<file path="config.mk">
export PLATFORM = sky130hd
export DESIGN_NAME = sync_byte_fixed_frame_deframer
export DESIGN_NICKNAME = d
export VERILOG_FILES = /design/src/rtl/sbfd_pkg.sv /design/src/rtl/sbfd_front.sv /design/src/rtl/sbfd_frame_q.sv /design/src/rtl/sbfd_back.sv /design/src/rtl/sync_byte_fixed_frame_deframer.sv
export SDC_FILE = /design/constraint.sdc
export NUM_CORES = 1
export LEC_CHECK = 0
export ABC_AREA = 1
export BUFFER_PORTS_ARGS = -buffer_cell sky130_fd_sc_hd__buf_2
export CAP_MARGIN = 10
export CORE_ASPECT_RATIO = 2
export CORE_MARGIN = 1
export CORE_UTILIZATION = 25
export CTS_CLUSTER_DIAMETER = 80
export DETAILED_ROUTE_END_ITERATION = 10
export GPL_ROUTABILITY_DRIVEN = 0
export GPL_TIMING_DRIVEN = 1
export SLEW_MARGIN = 20
export SYNTH_ARGS = -nofsm -noshare
export SYNTH_HDL_FRONTEND = slang
export SYNTH_SLANG_ARGS = --single-unit
</file>
<file path="constraint.sdc">
create_clock -name clock -period 5.5 [get_ports clock]
set_input_delay 0.55 -clock clock [delete_from_list [all_inputs] [get_ports clock]]
set_output_delay 0.55 -clock clock [all_outputs]
set_load 0.1 [all_outputs]
</file>
<file path="src/rtl/sbfd_pkg.sv">
// -----------------------------------------------------------------------------
// sbfd_pkg
// Shared types and constants for the sync byte fixed frame deframer.
// -----------------------------------------------------------------------------
package sbfd_pkg;

   localparam int MAX_FRAME_DEFAULT = 12;

   // wide enough to compare any 4-bit length against any frame size up to 16
   localparam int CMP_W = 5;

   localparam logic [7:0] SYNC_BYTE_RESET    = 8'h61;
   localparam logic [3:0] SHORT_LENGTH_RESET = 4'd5;
   localparam logic [3:0] LONG_LENGTH_RESET  = 4'd12;

   typedef enum logic [1:0] {
      CSR_SHORT_MODE   = 2'd0,
      CSR_SYNC_BYTE    = 2'd1,
      CSR_SHORT_LENGTH = 2'd2,
      CSR_LONG_LENGTH  = 2'd3
   } csr_index_type;

   // front to frame queue: one stored byte, done marks frame completion
   typedef struct packed {
      logic       en;
      logic       done;
      logic [7:0] data;
   } fwr_type;

endpackage

</file>
<file path="src/rtl/sbfd_front.sv">
// -----------------------------------------------------------------------------
// sbfd_front
// Holds the configuration, tracks the byte position and classifies each
// received word: dropped, frame restart, or data; flags frame completion.
// -----------------------------------------------------------------------------
module sbfd_front #(
   parameter int MAX_FRAME = sbfd_pkg::MAX_FRAME_DEFAULT,
   parameter int POS_W     = $clog2(MAX_FRAME),
   parameter int LEN_W     = $clog2(MAX_FRAME + 1)
) (
   input  logic                   clock,
   input  logic                   reset,
   input  logic                   csr_we,
   input  sbfd_pkg::csr_index_type csr_index,
   input  logic [7:0]             csr_wdata,
   input  logic                   in_valid,
   input  logic [7:0]             in_byte,
   output logic                   in_ready,
   input  logic                   q_full,
   output sbfd_pkg::fwr_type      wr,
   output logic [POS_W-1:0]       wr_idx,
   output logic [LEN_W-1:0]       wr_len
);

   localparam int CW = sbfd_pkg::CMP_W;

   logic             short_mode_ff, short_mode_in;
   logic [7:0]       sync_byte_ff, sync_byte_in;
   logic [3:0]       short_len_ff, short_len_in;
   logic [3:0]       long_len_ff, long_len_in;
   logic [POS_W-1:0] pos_ff, pos_in;

   logic [3:0]    sel_len;
   logic [CW-1:0] len_c;
   logic [CW-1:0] p;
   logic [CW-1:0] np;
   logic [CW-1:0] widx;
   logic          is_sync;
   logic          accept;
   logic          store;
   logic          done;

   always_comb begin
      sel_len = short_mode_ff ? short_len_ff : long_len_ff;
      len_c   = {1'b0, sel_len};
      if (len_c < CW'(2)) begin
         len_c = CW'(2);
      end else if (len_c > CW'(MAX_FRAME)) begin
         len_c = CW'(MAX_FRAME);
      end

      p       = (CW'(pos_ff) >= len_c) ? '0 : CW'(pos_ff);
      is_sync = (in_byte == sync_byte_ff);
      accept  = in_valid && !q_full;

      store = 1'b1;
      widx  = p;
      np    = p + CW'(1);
      if (p == '0) begin
         store = is_sync;
         widx  = '0;
         np    = is_sync ? CW'(1) : '0;
      end else if (is_sync && (!short_mode_ff || (p < len_c - CW'(1)))) begin
         widx = '0;
         np   = CW'(1);
      end
      done = accept && (np == len_c);
   end

   assign in_ready = !q_full;
   assign wr.en    = accept && store;
   assign wr.done  = done;
   assign wr.data  = in_byte;
   assign wr_idx   = POS_W'(widx);
   assign wr_len   = LEN_W'(len_c);

   always_comb begin
      short_mode_in = short_mode_ff;
      sync_byte_in  = sync_byte_ff;
      short_len_in  = short_len_ff;
      long_len_in   = long_len_ff;
      pos_in        = pos_ff;
      if (csr_we) begin
         unique case (csr_index)
            sbfd_pkg::CSR_SHORT_MODE: begin
               short_mode_in = csr_wdata[0];
               pos_in        = '0;
            end
            sbfd_pkg::CSR_SYNC_BYTE:    sync_byte_in = csr_wdata;
            sbfd_pkg::CSR_SHORT_LENGTH: short_len_in = csr_wdata[3:0];
            sbfd_pkg::CSR_LONG_LENGTH:  long_len_in  = csr_wdata[3:0];
            default: ;
         endcase
      end else if (accept) begin
         pos_in = done ? '0 : POS_W'(np);
      end
   end

   always_ff @(posedge clock) begin
      if (reset) begin
         short_mode_ff <= 1'b0;
         sync_byte_ff  <= sbfd_pkg::SYNC_BYTE_RESET;
         short_len_ff  <= sbfd_pkg::SHORT_LENGTH_RESET;
         long_len_ff   <= sbfd_pkg::LONG_LENGTH_RESET;
         pos_ff        <= '0;
      end else begin
         short_mode_ff <= short_mode_in;
         sync_byte_ff  <= sync_byte_in;
         short_len_ff  <= short_len_in;
         long_len_ff   <= long_len_in;
         pos_ff        <= pos_in;
      end
   end

endmodule

</file>
<file path="src/rtl/sbfd_frame_q.sv">
// -----------------------------------------------------------------------------
// sbfd_frame_q
// Two-slot frame queue: the front fills one slot while the back drains the
// other. Each slot holds the frame bytes and the frame length.
// -----------------------------------------------------------------------------
module sbfd_frame_q #(
   parameter int MAX_FRAME = sbfd_pkg::MAX_FRAME_DEFAULT,
   parameter int POS_W     = $clog2(MAX_FRAME),
   parameter int LEN_W     = $clog2(MAX_FRAME + 1)
) (
   input  logic              clock,
   input  logic              reset,
   input  sbfd_pkg::fwr_type wr,
   input  logic [POS_W-1:0]  wr_idx,
   input  logic [LEN_W-1:0]  wr_len,
   output logic              full,
   input  logic [POS_W-1:0]  rd_idx,
   input  logic              pop,
   output logic              head_valid,
   output logic [LEN_W-1:0]  head_len,
   output logic [7:0]        rd_data,
   output logic [1:0]        level
);

   logic [7:0]       store_ff [2][MAX_FRAME];
   logic [LEN_W-1:0] len_ff [2];
   logic             wr_ptr_ff, wr_ptr_in;
   logic             rd_ptr_ff, rd_ptr_in;
   logic [1:0]       count_ff, count_in;

   assign full       = (count_ff == 2'd2);
   assign head_valid = (count_ff != 2'd0);
   assign head_len   = len_ff[rd_ptr_ff];
   assign rd_data    = store_ff[rd_ptr_ff][rd_idx];
   assign level      = count_ff;

   always_comb begin
      wr_ptr_in = wr.done ? !wr_ptr_ff : wr_ptr_ff;
      rd_ptr_in = pop ? !rd_ptr_ff : rd_ptr_ff;
      count_in  = count_ff + 2'(wr.done) - 2'(pop);
   end

   always_ff @(posedge clock) begin
      if (wr.en) begin
         store_ff[wr_ptr_ff][wr_idx] <= wr.data;
      end
      if (wr.done) begin
         len_ff[wr_ptr_ff] <= wr_len;
      end
   end

   always_ff @(posedge clock) begin
      if (reset) begin
         wr_ptr_ff <= 1'b0;
         rd_ptr_ff <= 1'b0;
         count_ff  <= 2'd0;
      end else begin
         wr_ptr_ff <= wr_ptr_in;
         rd_ptr_ff <= rd_ptr_in;
         count_ff  <= count_in;
      end
   end

endmodule

</file>
<file path="src/rtl/sbfd_back.sv">
// -----------------------------------------------------------------------------
// sbfd_back
// Drains the head frame into the output register, one word per cycle while the
// receiver accepts each word, and marks the final byte.
// -----------------------------------------------------------------------------
module sbfd_back #(
   parameter int MAX_FRAME = sbfd_pkg::MAX_FRAME_DEFAULT,
   parameter int POS_W     = $clog2(MAX_FRAME),
   parameter int LEN_W     = $clog2(MAX_FRAME + 1)
) (
   input  logic             clock,
   input  logic             reset,
   input  logic             head_valid,
   input  logic [LEN_W-1:0] head_len,
   input  logic [7:0]       rd_data,
   output logic [POS_W-1:0] rd_idx,
   output logic             pop,
   output logic             out_valid,
   input  logic             out_ready,
   output logic [7:0]       out_byte,
   output logic             out_end
);

   logic [POS_W-1:0] idx_ff, idx_in;
   logic             valid_ff, valid_in;
   logic [7:0]       byte_ff, byte_in;
   logic             end_ff, end_in;
   logic             load;
   logic             last;

   always_comb begin
      load     = head_valid && (!valid_ff || out_ready);
      last     = (LEN_W'(idx_ff) == head_len - LEN_W'(1));
      pop      = load && last;
      idx_in   = idx_ff;
      valid_in = valid_ff;
      byte_in  = byte_ff;
      end_in   = end_ff;
      if (load) begin
         idx_in   = last ? '0 : idx_ff + POS_W'(1);
         valid_in = 1'b1;
         byte_in  = rd_data;
         end_in   = last;
      end else if (out_ready) begin
         valid_in = 1'b0;
      end
   end

   assign rd_idx    = idx_ff;
   assign out_valid = valid_ff;
   assign out_byte  = byte_ff;
   assign out_end   = end_ff;

   always_ff @(posedge clock) begin
      byte_ff <= byte_in;
      end_ff  <= end_in;
   end

   always_ff @(posedge clock) begin
      if (reset) begin
         idx_ff   <= '0;
         valid_ff <= 1'b0;
      end else begin
         idx_ff   <= idx_in;
         valid_ff <= valid_in;
      end
   end

endmodule

</file>
<file path="src/rtl/sync_byte_fixed_frame_deframer.sv">
// -----------------------------------------------------------------------------
// sync_byte_fixed_frame_deframer
// Frames fixed-length commands that start with a sync byte.
// -----------------------------------------------------------------------------
// req_ channel: one received byte per word. Bytes are dropped until the sync
// byte arrives; a frame completes when it reaches the short or long length.
// rsp_ channel: the completed frame, one byte per word in order, with
// rsp_frame_end high on the final byte.
// csr_ port: write-only registers 0 short_mode, 1 sync_byte, 2 short_length,
// 3 long_length. Writing short_mode clears the byte position.
// Throughput: one req_ word per cycle while the frame queue has a free slot;
// output drains at one word per cycle while rsp_ready holds. The two-slot frame
// queue lets the front collect a frame while the back drains the previous one.
// Output path: a frame's last accepted byte is registered in the queue count;
// from an empty queue, the output register then loads its first byte.
// Reset: registers return to defaults, position and queue clear.
// Receiver stall: the output word holds; once both slots hold frames,
// req_ready drops until the back finishes a frame.
// -----------------------------------------------------------------------------
module sync_byte_fixed_frame_deframer #(
   parameter int MAX_FRAME = sbfd_pkg::MAX_FRAME_DEFAULT
) (
   input  logic                    clock,
   input  logic                    reset,
   input  logic                    csr_we,
   input  sbfd_pkg::csr_index_type csr_index,
   input  logic [7:0]              csr_wdata,
   input  logic                    req_valid,
   output logic                    req_ready,
   input  logic [7:0]              req_rx_byte,
   output logic                    rsp_valid,
   input  logic                    rsp_ready,
   output logic [7:0]              rsp_frame_byte,
   output logic                    rsp_frame_end
);

   localparam int POS_W = $clog2(MAX_FRAME);
   localparam int LEN_W = $clog2(MAX_FRAME + 1);

   sbfd_pkg::fwr_type wr;
   logic [POS_W-1:0]  wr_idx;
   logic [LEN_W-1:0]  wr_len;
   logic              q_full;
   logic [POS_W-1:0]  rd_idx;
   logic              pop;
   logic              head_valid;
   logic [LEN_W-1:0]  head_len;
   logic [7:0]        rd_data;
   logic [1:0]        q_level;

   sbfd_front #(
      .MAX_FRAME(MAX_FRAME),
      .POS_W    (POS_W),
      .LEN_W    (LEN_W)
   ) u_front (
      .clock    (clock),
      .reset    (reset),
      .csr_we   (csr_we),
      .csr_index(csr_index),
      .csr_wdata(csr_wdata),
      .in_valid (req_valid),
      .in_byte  (req_rx_byte),
      .in_ready (req_ready),
      .q_full   (q_full),
      .wr       (wr),
      .wr_idx   (wr_idx),
      .wr_len   (wr_len)
   );

   sbfd_frame_q #(
      .MAX_FRAME(MAX_FRAME),
      .POS_W    (POS_W),
      .LEN_W    (LEN_W)
   ) u_frame_q (
      .clock     (clock),
      .reset     (reset),
      .wr        (wr),
      .wr_idx    (wr_idx),
      .wr_len    (wr_len),
      .full      (q_full),
      .rd_idx    (rd_idx),
      .pop       (pop),
      .head_valid(head_valid),
      .head_len  (head_len),
      .rd_data   (rd_data),
      .level     (q_level)
   );

   sbfd_back #(
      .MAX_FRAME(MAX_FRAME),
      .POS_W    (POS_W),
      .LEN_W    (LEN_W)
   ) u_back (
      .clock     (clock),
      .reset     (reset),
      .head_valid(head_valid),
      .head_len  (head_len),
      .rd_data   (rd_data),
      .rd_idx    (rd_idx),
      .pop       (pop),
      .out_valid (rsp_valid),
      .out_ready (rsp_ready),
      .out_byte  (rsp_frame_byte),
      .out_end   (rsp_frame_end)
   );

   a_no_push_when_full: assert property (@(posedge clock) disable iff (reset)
      wr.done |-> (q_level != 2'd2))
      else $error("frame pushed into full queue");

   a_level_bound: assert property (@(posedge clock) disable iff (reset)
      q_level != 2'd3)
      else $error("frame queue level out of range");

   a_read_in_frame: assert property (@(posedge clock) disable iff (reset)
      head_valid |-> (LEN_W'(rd_idx) < head_len))
      else $error("read index past frame length");

   a_pop_marks_end: assert property (@(posedge clock) disable iff (reset)
      pop |=> (rsp_valid && rsp_frame_end))
      else $error("frame drained without end mark");

endmodule
</file>
### Word-level counts from Yosys, hierarchy flattened

Memories as Yosys holds them, arrays and structs flattened. A register that Yosys moved wholly into a read port is not among the register bits.
Cells that the tools add are included.

| word-level totals | value |
|---|---|
| input bits | 23 |
| flip-flop bits (word level) | 39 |
| word-level logic and storage cells | 91 |
| output and inout bits | 11 |
| memory bits (writable) | 200 |
| memories | 2 |

| cells by class | value |
|---|---|
| eq/ne operators | 8 |
| $lt $le $gt $ge | 7 |
| add/subtract/negate cells | 6 |
| bitwise gates (word level) | 2 |
| reduce and logical (&&, ||, !) cells | 24 |
| multiplexer cells | 30 |

Memories:

| name | depth | width | read ports | clocked after memory_dff | write ports | RTL line | source |
|---|---|---|---|---|---|---|---|
| u_frame_q.store_ff | 2 | 96 | 1 | 1 | 1 | sbfd_frame_q.sv:25 | `logic [7:0] store_ff [2][MAX_FRAME];` |
| u_frame_q.len_ff | 2 | 4 | 1 | 1 | 1 | sbfd_frame_q.sv:26 | `logic [LEN_W-1:0] len_ff [2];` |

Operators by type and width:

| operator | number |
|---|---|
| $mux W96 | 1 |
| $mux W4 | 10 |
| $bmux W8 S4 | 1 |
| $demux W8 S4 | 1 |
| $mux W8 | 3 |
| $mux W5 | 3 |
| $mux W1 | 11 |
| $ge A5 B5 Y1 const B | 2 |
| $not A4 Y5 | 2 |
| $reduce_and A2 Y1 | 5 |
| $eq A8 B8 Y1 | 1 |
| $logic_and A1 B1 Y1 | 7 |
| $eq A2 B2 Y1 const B | 3 |
| $reduce_bool A2 Y1 | 3 |
| $add A5 B1 Y5 const B | 1 |
| $eq A5 B5 Y1 | 1 |
| $ge A4 B5 Y1 | 1 |
| $logic_not A1 Y1 | 5 |
| $logic_not A5 Y1 | 1 |
| $lt A5 B1 Y1 const B | 1 |
| $lt A5 B5 Y1 | 1 |
| $sub A5 B1 Y5 const B | 1 |
| $add A4 B1 Y4 const B | 1 |
| $eq A4 B4 Y1 | 1 |
| other kinds (9) | 10 |

### Depth between registers and ports, before layout

Gate-level depths: netlist of the first run.

| logic depth | value |
|---|---|
| word-level depth | 17 |
| depth in mapped cells | 34 |
| mapped depth without buffers | 33 |

### Modules after synthesis

A second synthesis of the first run with hierarchy kept.

| unflattened totals | value |
|---|---|
| cells, all modules | 1132 |
| area, all modules | 11093.1 um^2 |

Modules (own cells, without submodules):

| module | times used | cells each | area an instance (um^2) |
|---|---|---|---|
| sbfd_frame_q | 1 | 807 | 8739.6 |
| sbfd_front | 1 | 246 | 1657.8 |
| sbfd_back | 1 | 79 | 695.7 |

### Worst setup path after synthesis of the first run

Ideal clock, no wire load.

| timing path | value |
|---|---|
| path kind | register to register |
| start point | register u_front.short_mode_ff |
| end point | memory u_frame_q.store_ff[0][40] (netlist bit), enable pin |
| stages on the path, launching flop included | 29 |
| setup slack | 1.654 ns |
| required time | 5.117 ns |
| setup time | 0.383 ns |
| clock period less this slack | 3.846 ns |
| arrival | 3.462 ns |
| buffers on the path | 2 |
| cell sequence | dfxtp_1 > buf_6 > inv_6 > nand2_1 > nand2_1 > nand3_2 > nand2_1 > inv_1 > ha_1 > inv_1 > nand2_1 > o211ai_1 > inv_1 > nand2_4 > nand2_4 > inv_2 > nand2_4 > inv_1 > ha_1 > and3_1 > nand2_1 > nand2_1 > nand2_1 > nand2_2 > buf_6 > inv_2 > nor2_2 > nand3_1 > nor3_1 |

| on the way | value |
|---|---|
| cells in the longest elaborated chain, start to end | 17 |
| elaborated cells between the ends (all ways) | 25 |

RTL lines:

| item | RTL line | source |
|---|---|---|
| start: declaration | sbfd_front.sv:27 | `logic short_mode_ff, short_mode_in;` |
| start signal: assignment | sbfd_front.sv:107 | `short_mode_ff <= short_mode_in;` |
| $mux W4 (*) | sbfd_front.sv:44 | `sel_len = short_mode_ff ? short_len_ff : long_len_ff;` |
| $gt A4 B4 Y1 | sbfd_front.sv:48 | `end else if (len_c > CW'(MAX_FRAME)) begin` |
| $mux W4 | sbfd_front.sv:48 |  |
| $mux W5 (*) | sbfd_front.sv:46 | `if (len_c < CW'(2)) begin` |
| via u_frame_q.wr_len[0] | sbfd_frame_q.sv:15 | `input logic [LEN_W-1:0] wr_len,` |
| $ge A4 B5 Y1 | sbfd_front.sv:52 | `p = (CW'(pos_ff) >= len_c) ? '0 : CW'(pos_ff);` |
| $mux W4 | sbfd_front.sv:52 |  |
| $lt A5 B5 Y1 | sbfd_front.sv:63 | `end else if (is_sync && (!short_mode_ff \|\| (p < len_c - CW'(1)))) begin` |
| (+2 left out) | n/a |  |
| $mux W4 | sbfd_front.sv:63 |  |
| $mux W4 | sbfd_front.sv:59 | `if (p == '0) begin` |
| $not A4 Y5 (implied by the code) | sbfd_frame_q.sv:45 | `store_ff[wr_ptr_ff][wr_idx] <= wr.data;` |
| $ge A5 B5 Y1 (implied by the code) or $lt A5 B1 Y1 (tied branches) | sbfd_frame_q.sv:45 |  |
| $logic_and A1 B1 Y1 (implied by the code) | sbfd_frame_q.sv:45 |  |
| $mux W8 (implied by the code) | sbfd_frame_q.sv:45 |  |
| $demux W8 S4 | sbfd_frame_q.sv:45 |  |
| $mux W96 (implied by the code) (*) | sbfd_frame_q.sv:45 |  |
| end: declaration | sbfd_frame_q.sv:25 |  |

Mark *: on every way through the listed nets, which the timed path passes. The rest lies on a longest branch.

### Worst setup path after layout of the first run

| timing path | value |
|---|---|
| start point | register u_front.short_mode_ff |
| end point | memory u_frame_q.store_ff[1][79] (netlist bit), enable pin |

The elaborated chain is that of the path after synthesis.

==> results of run 1 <==
## cell type report
| type | count | share of cell area [%] |
|---|---|---|
| Timing Repair Buffer | 59 | 3.08 |
| Inverter | 60 | 1.98 |
| Multi-Input combinational cell | 547 | 25.2 |
| Sequential cell | 240 | 59.0 |
| Tap cell | 530 | 5.67 |
| Clock buffer | 26 | 4.66 |
| Clock inverter | 10 | 0.439 |
## per-stage QoR
step / hold WS, ps / worst slack (ps) / power (uW) / utilization (%)
after CTS: 238 / 793 / 3520 / 29.0
after global routing: 255 / 355 / 3590 / 29.0
after detailed placement: 468 / 830 / 2200 / 27.5
after global placement: 453 / 872 / 2200 / 27.5
final: 248 / 782 / 3490 / 29.0
after floorplan: 429 / 1650 / 2120 / -
## final timing paths
path	startpoint	end	slack (ps)	cells after the start
setup reg to reg	u_front.short_mode_ff	u_frame_q.store_ff[1][79]	780	27
setup / recovery	u_front.short_mode_ff	u_frame_q.store_ff[1][79]	780	27
hold / removal	csr_wdata[6]	u_front.sync_byte_ff[6]	250	3
hold reg to reg	u_frame_q.rd_ptr_ff	u_frame_q.rd_ptr_ff	470	2
## flip-flops by register name, indices dropped and copies added (netlist names), 4 cells and up, named ones only
name / count
u_front.short_len_ff: 4
u_front.pos_ff: 4
u_front.long_len_ff: 4
u_frame_q.store_ff: 192
u_frame_q.len_ff: 8
u_back.out_byte: 8
u_front.sync_byte_ff: 8
u_back.rd_idx: 4
## Yosys cell counts, types with 2 or more instances
| cell | count | area (um^2) |
|---|---|---|
| sky130_fd_sc_hd__o221ai_1 | 30 | 263 |
| sky130_fd_sc_hd__xor2_1 | 13 | 114 |
| sky130_fd_sc_hd__dfxtp_1 | 31 | 621 |
| sky130_fd_sc_hd__nor3_1 | 18 | 90.1 |
| sky130_fd_sc_hd__ha_1 | 12 | 150 |
| sky130_fd_sc_hd__o21ai_0 | 112 | 561 |
| sky130_fd_sc_hd__clkbuf_1 | 40 | 150 |
| sky130_fd_sc_hd__mux2i_1 | 4 | 40.0 |
| sky130_fd_sc_hd__buf_6 | 2 | 22.5 |
| sky130_fd_sc_hd__clkinv_1 | 4 | 15.0 |
| sky130_fd_sc_hd__nand2_2 | 11 | 68.8 |
| sky130_fd_sc_hd__xnor2_1 | 4 | 35.0 |
| sky130_fd_sc_hd__a21oi_1 | 20 | 100 |
| sky130_fd_sc_hd__inv_2 | 5 | 18.8 |
| sky130_fd_sc_hd__nor2_1 | 141 | 529 |
| sky130_fd_sc_hd__nand3_1 | 19 | 95.1 |
| sky130_fd_sc_hd__nand2_4 | 8 | 90.1 |
| sky130_fd_sc_hd__nand4_1 | 6 | 37.5 |
| sky130_fd_sc_hd__o211ai_1 | 20 | 150 |
| sky130_fd_sc_hd__nor2_2 | 7 | 43.8 |
| sky130_fd_sc_hd__nand2_1 | 93 | 349 |
| sky130_fd_sc_hd__inv_1 | 49 | 184 |
| sky130_fd_sc_hd__buf_1 | 2 | 7.51 |
| sky130_fd_sc_hd__edfxtp_1 | 209 | 6280 |
| sky130_fd_sc_hd__o22ai_1 | 18 | 113 |
| sky130_fd_sc_hd__nand3_2 | 4 | 40.0 |
## metal layers
layer,share of wire [%],vias to the layer above
met5,0,-
met4,9.4,0
met3,2.8,72
met2,56,175
met1,32,3384
li1,-,3259
## power by group
group	leakage [uW]	internal [uW]	total [uW]	switching, uW
clock	0.000291	704	1340	634
combinational	0.00165	41.6	163	122
sequential	0.00213	1980	1990	8.17
## worst max-delay path, cell delays in order (launching register included)
cell                       delay, ps
sky130_fd_sc_hd__dfxtp_1         570
sky130_fd_sc_hd__inv_6            80
sky130_fd_sc_hd__nand2_2          90
sky130_fd_sc_hd__nand2_4          70
sky130_fd_sc_hd__a21oi_1         150
sky130_fd_sc_hd__nand2_1         120
sky130_fd_sc_hd__inv_1           160
sky130_fd_sc_hd__ha_1            250
sky130_fd_sc_hd__inv_1            50
sky130_fd_sc_hd__nand2_1          50
sky130_fd_sc_hd__o211ai_1        150
sky130_fd_sc_hd__inv_1            90
sky130_fd_sc_hd__nand2_4          80
sky130_fd_sc_hd__nand2_4          60
sky130_fd_sc_hd__inv_2            80
sky130_fd_sc_hd__nand2_4          70
sky130_fd_sc_hd__inv_1            90
sky130_fd_sc_hd__ha_1            240
sky130_fd_sc_hd__a21o_1          160
sky130_fd_sc_hd__a21oi_1         120
sky130_fd_sc_hd__nand2_1          70
sky130_fd_sc_hd__nand2_1          70
sky130_fd_sc_hd__nand2_2         170
sky130_fd_sc_hd__nand2_1         160
sky130_fd_sc_hd__nand2_1          70
sky130_fd_sc_hd__nor2_1          240
sky130_fd_sc_hd__nand3_1         210
sky130_fd_sc_hd__nor2_1          610
## cell families after synthesis
logic type / Yosys count / synth area share (%)
DFF: 240 / 67.3
muxes: 4 / 0.391
AOI/OAI and AO/OA: 202 / 11.7
buffers and inverters: 105 / 4.06
adders and majority gates: 12 / 1.46
xor gates and xnor gates: 17 / 1.45
and+or+nand+nor: 312 / 13.6
==> results.toml, run 1 <==
[status]
outcome = "completed"

[cts]
cts-root-buf = "sky130_fd_sc_hd__clkbuf_16"
post_cts_gate_resize_count = 0
clk_sink_count = 240
tritoncts = "built"
cts.htree.levels = 1
clockBufferDepth = 3
postCtsHoldBufs = 0
insertion_delay_ps = 520
number_of_clock_buffers_inserted_by_tritoncts = 21
post-cts-setup-buffers = 0
cts.reportedPaths.clkPinSlew_ps = 70

[logic_synthesis]
syn_inst = 892
synthDistinctLibCells = 36
yosys_most_used_dff = "sky130_fd_sc_hd__edfxtp_1"
synth_enable_flop_cells = 209
synth_seq_area_share_pct = 67.3
syn_nets = 927
yosys_register_bits = 240
post_synth_instance_area_um2 = 10300
syn-mean-instance-area_um2 = 11.5
synth.yosys.warnings = 0
postSynth.asyncResetShare_pct = 0

[cells_and_area]
antenna-diode-count = 0
regArea_um2 = 6900
layout.filler_cells = 4182
nets = 964
drive_gt1_share_pct = 13.7
most_common_cell_after_layout_fill_and_taps_aside = "sky130_fd_sc_hd__edfxtp_1"
multi_input_logic_area_um2 = 2940
final_design_area_no_fill_um2 = 11700
mostFrequentLayoutCells = "sky130_fd_sc_hd__edfxtp_1, sky130_fd_sc_hd__nor2_1, sky130_fd_sc_hd__o21ai_0"
areaGrowthSynthToFinish_pct = 14.0
final_cells = 1472

[global_routing]
global_route_hottest_layer = "met2"
grt_overflow = 0
grtUsageMet1_pct = 11.8
vias_in_the_first_global_route = 7047
met2_track_demand_over_resource_in_global_routing_pct = 26.2
grt_use_met3_pct = 1.15
gr-usage-all-layers_pct = 13.2
grt_first_pass_wirelength_um = 41200
initial_antenna_violation_count = 0
grt_start_max_net_pins = 55

[timing]
fin_setup_tns_ps = 0
worst_pin_slew_ps = 829
hold_violations = 0
report.final.setup_viol = 0
timing.fmax_mhz = 212
grt_setup_unrepaired = "false"
finalClockSkew_ps = 19.6
period_minus_slack_ps = 4720
slew_headroom_pct = 44.6
timing.final.max_slew_violations = 0
fin_crit_sh_pct = 85.8

[die]
dieArea_um2 = 41900
placementRows = 104
floorplan.io_pins = 34
floorplan.core_area_um2 = 40300
start_util_pct = 25.4
die_width_um = 145
die_h_um = 288

[drt]
first_pass_iters = 5
ant_nets = 0
wirelength_um = 27500
route.detailed.wl_per_inst_um = 18.7
detail_route.vias_per_cell = 4.68
dr_total_vias = 6890
initialDrtViolationCount = 421
drc = 0

[min_path]
timing.hold.worst.class = "in2reg"

[power]
total_leakage_power_uw = 0.00408
peakVddDrop_v = 0.000155
power_density_nw_per_um2 = 299

[worst_setup_path]
worst-endpoint-required_ps = 5640
path_max_fanout = 11
type_of_the_worst_setup_path = "reg2reg"
cp-end-kind = "register"
worstSetupStartpointType = "register"
worst_ep_arrival_time_ps = 4850

[placement]
count_of_input_and_output_buffers = 33
placedCellCount = 1436
placed_cell_area_um2 = 11100
post-dp-hpwl_um = 19500

[run]
drv.max_cap_violation_count = 0
Power figures use the tool's default switching activity.
==> inputs of run 2 (changes only) <==
--- a/config.mk
+++ b/config.mk
@@ -5,7 +5,6 @@
 export SDC_FILE = /design/constraint.sdc
 export NUM_CORES = 1
 export LEC_CHECK = 0
-export ABC_AREA = 1
 export BUFFER_PORTS_ARGS = -buffer_cell sky130_fd_sc_hd__buf_2
 export CAP_MARGIN = 10
 export CORE_ASPECT_RATIO = 2
@@ -14,7 +13,6 @@
 export CTS_CLUSTER_DIAMETER = 80
 export DETAILED_ROUTE_END_ITERATION = 10
 export GPL_ROUTABILITY_DRIVEN = 0
-export GPL_TIMING_DRIVEN = 1
 export SLEW_MARGIN = 20
 export SYNTH_ARGS = -nofsm -noshare
 export SYNTH_HDL_FRONTEND = slang
==> run 2 against run 1 <==
Critical path depth decreased by 6. Power increased by 2.6%. First-iteration DRC count decreased by 21%. Non-clock buffer count increased by 11. Clock-buffer cell count decreased by 1. Critical endpoint is now u_frame_q.store_ff[0][16].
==> results.toml, run 2 <==
[status]
outcome = "completed"

[cts]
clk_sink_count = 240
cts.reportedPaths.clkPinSlew_ps = 80
cts-root-buf = "sky130_fd_sc_hd__clkbuf_16"
tritoncts = "built"
post_cts_gate_resize_count = 0
post-cts-setup-buffers = 0
insertion_delay_ps = 520
cts.htree.levels = 1
number_of_clock_buffers_inserted_by_tritoncts = 20
clockBufferDepth = 3
postCtsHoldBufs = 0

[placement]
count_of_input_and_output_buffers = 33
post-dp-hpwl_um = 17100
placedCellCount = 1165

[power]
power_switching_share_pct = 20.7
cell_internal_power_uw = 2840
power.share.clock_pct = 41.9
power_density_nw_per_um2 = 306
total_leakage_power_uw = 0.00382
seqPwrFrac_pct = 55.4
peakVddDrop_v = 0.000180
net-switching-power_uw = 743
combinationalPowerShare_pct = 2.8

[min_path]
timing.hold.worst.class = "in2reg"
min_from = "csr_wdata[4]"

[worst_setup_path]
worst_ep_arrival_time_ps = 5380
worstSetupStartpointType = "register"
worst_path_largest_cell_delay_ps = 470
crit_path_start = "u_front.short_mode_ff"
count_of_buffering_cells_on_the_critical_path_with_inverters_included = 7
cp-end-kind = "register"
cpLargestDelayFamily = "simple AND/OR/NAND/NOR gates"
path_max_fanout = 9
worst-endpoint-required_ps = 5720
timing.critical_path.slowest_stage_cell = "sky130_fd_sc_hd__or3b_2"
worst_r2r_startpoint = "u_front.short_mode_ff"
cp_cell_sequence = "mux2i_4 -> inv_4 -> a21oi_1 -> nand2_1 -> inv_1 -> ha_1 -> nand2b_1 -> a41oi_2 -> o21a_1 -> buf_4 -> and2_1 -> buf_4 -> inv_1 -> ha_1 -> o211ai_1 -> buf_4 -> or3b_2 -> nor3_1 -> nand2b_1 -> nor2_1 -> buf_4"
cpMostUsedCell = "sky130_fd_sc_hd__buf_4"
type_of_the_worst_setup_path = "reg2reg"

[global_routing]
met2_track_demand_over_resource_in_global_routing_pct = 24.9
global_route_hottest_layer = "met2"
initial_antenna_violation_count = 0
vias_in_the_first_global_route = 5709
grt_overflow = 0
grtUsageMet1_pct = 9.81
grt_start_max_net_pins = 50
gr-usage-all-layers_pct = 11.7
grt_use_met3_pct = 0.991
grt_first_pass_wirelength_um = 34600

[drt]
detail_route.vias_per_cell = 4.41
wirelength_um = 23000
drc = 0
route.detailed.wl_per_inst_um = 19.2
dr_total_vias = 5288
initialDrtViolationCount = 333
ant_nets = 0
first_pass_iters = 4

[cells_and_area]
regArea_um2 = 6900
most_common_cell_after_layout_fill_and_taps_aside = "sky130_fd_sc_hd__edfxtp_1"
finish.utilization_pct = 29.6
areaGrowthSynthToFinish_pct = 16.7
drive_gt1_share_pct = 25.6
mostFrequentLayoutCells = "sky130_fd_sc_hd__edfxtp_1, sky130_fd_sc_hd__nor2_1, sky130_fd_sc_hd__mux4_2"
nets = 697
final_cells = 1200
largest_register_ffs = 192
layout.filler_cells = 3910
multi_input_logic_area_um2 = 2920
largest_register = "u_frame_q.store_ff"
antenna-diode-count = 0

[timing]
period_minus_slack_ps = 5160
grt_setup_unrepaired = "false"
finalClockSkew_ps = 15.0
fin_setup_tns_ps = 0
worst_pin_slew_ps = 1010
report.final.setup_viol = 0
fin_crit_sh_pct = 93.9
slew_headroom_pct = 32.4
timing.fmax_mhz = 194
hold_violations = 0
timing.final.max_slew_violations = 0

[logic_synthesis]
synth_seq_area_share_pct = 68.8
syn-mean-instance-area_um2 = 16.8
post_synth_instance_area_um2 = 10000
yosys_register_bits = 240
synth.yosys.warnings = 0
post-synth-top-area-fraction_pct = 62.6
yosys_most_used_dff = "sky130_fd_sc_hd__edfxtp_1"
synthDistinctLibCells = 50
synth.most_common_cell = "sky130_fd_sc_hd__edfxtp_1"
synth_enable_flop_cells = 209
syn_nets = 632
synth.top_cells.by_area = "sky130_fd_sc_hd__edfxtp_1, sky130_fd_sc_hd__mux4_2, sky130_fd_sc_hd__dfxtp_1"
syn_inst = 597
netlist_top_cells_count = "sky130_fd_sc_hd__edfxtp_1, sky130_fd_sc_hd__nor2_1, sky130_fd_sc_hd__mux4_2"
synth_top_area_cell = "sky130_fd_sc_hd__edfxtp_1"
postSynth.asyncResetShare_pct = 0

[die]
die_width_um = 144
floorplan.core_area_um2 = 39600
floorplan.io_pins = 34
die_h_um = 285
dieArea_um2 = 41000
start_util_pct = 25.3
placementRows = 103

[run]
drv.max_cap_violation_count = 0
## run 2: cell count changes after synthesis, sizes merged, moves of 8 or more
cell | before | now
nor3 | 19 | 8
o21ai | 112 | 7
mux2i | 4 | 24
inv | 55 | 26
clkbuf | 41 | 16
nand3 | 24 | 14
nor2 | 149 | 57
nand2 | 112 | 24
o22ai | 18 | 8
o221ai | 30 | 1
mux4 | 0 | 56
o211ai | 20 | 3
a21oi | 20 | 9
a211o | 0 | 8
## run 2: path summary, 6_finish.rpt
check	cells past startpoint	endpoint	slack, ps
worst max-delay path	21	u_frame_q.store_ff[0][16]	340
worst min-delay path	3	u_front.sync_byte_ff[4]	270
worst max register to register	21	u_frame_q.store_ff[0][16]	340
worst min register to register	1	u_front.sync_byte_ff[6]	490
## run 2: logic make-up (layout without fill, tap and decap cells)
family | after synthesis | count (layout) | share of synthesized area, %
adder cells (fa/ha/maj) | 13 | 13 | 1.61
XOR/XNOR | 22 | 22 | 1.92
AO/OA/AOI/OAI | 59 | 59 | 4.38
flip-flops | 240 | 240 | 68.8
buffers and inverters | 53 | 131 | 2.16
AND/OR/NAND/NOR | 130 | 130 | 5.89
multiplexers | 80 | 80 | 15.3
## run 2: power by group through the flow
stage               sequential [uW]  combinational (uW)  clock (uW)
global route                   1990                 109        1600
finish                         1980                98.9        1500
floorplan                      2030                46.1           0
detailed placement             2030                 101           0
global placement               2030                98.5           0
CTS                            1980                 101        1540
## run 2: layout make-up
cell class / instances / area share [%]
Tap cell: 525 / 5.61
Timing Repair Buffer: 70 / 3.78
Multi-Input combinational cell: 304 / 25.0
Inverter: 26 / 0.855
Clock buffer: 25 / 4.44
Clock inverter: 10 / 1.37
Sequential cell: 240 / 59.0
## run 2: metal layers
metal | wire, um | part of all wire [%] | vias up
li1 | - | - | 2448
met1 | 6850 | 30 | 2683
met2 | 14500 | 63 | 110
met3 | 520 | 2.3 | 47
met4 | 1180 | 5.1 | 0
met5 | 0 | 0 | -
## run 2: worst reg2reg max path, stage by stage, from the launching register on
cell and delay [ps]:
sky130_fd_sc_hd__dfxtp_2 440, sky130_fd_sc_hd__mux2i_4 400, sky130_fd_sc_hd__inv_4 110, sky130_fd_sc_hd__a21oi_1 230, sky130_fd_sc_hd__nand2_1 180, sky130_fd_sc_hd__inv_1 140, sky130_fd_sc_hd__ha_1 230, sky130_fd_sc_hd__nand2b_1 200
sky130_fd_sc_hd__a41oi_2 270, sky130_fd_sc_hd__o21a_1 170, sky130_fd_sc_hd__buf_4 140, sky130_fd_sc_hd__and2_1 160, sky130_fd_sc_hd__buf_4 140, sky130_fd_sc_hd__inv_1 60, sky130_fd_sc_hd__ha_1 240, sky130_fd_sc_hd__o211ai_1 200
sky130_fd_sc_hd__buf_4 210, sky130_fd_sc_hd__or3b_2 470, sky130_fd_sc_hd__nor3_1 350, sky130_fd_sc_hd__nand2b_1 190, sky130_fd_sc_hd__nor2_1 130, sky130_fd_sc_hd__buf_4 200
## run 2: through the flow
stage / hold slack (ps) / setup slack [ps] / total power, uW / cell area (um^2)
floorplan: 435 / 576 / 2070 / 10000
global placement: 466 / 219 / 2120 / 11000
detailed placement: 472 / 97.3 / 2130 / 11000
CTS: 263 / 74.4 / 3620 / 11700
global route: 289 / 29.9 / 3690 / 11700
finish: 270 / 336 / 3580 / 11700
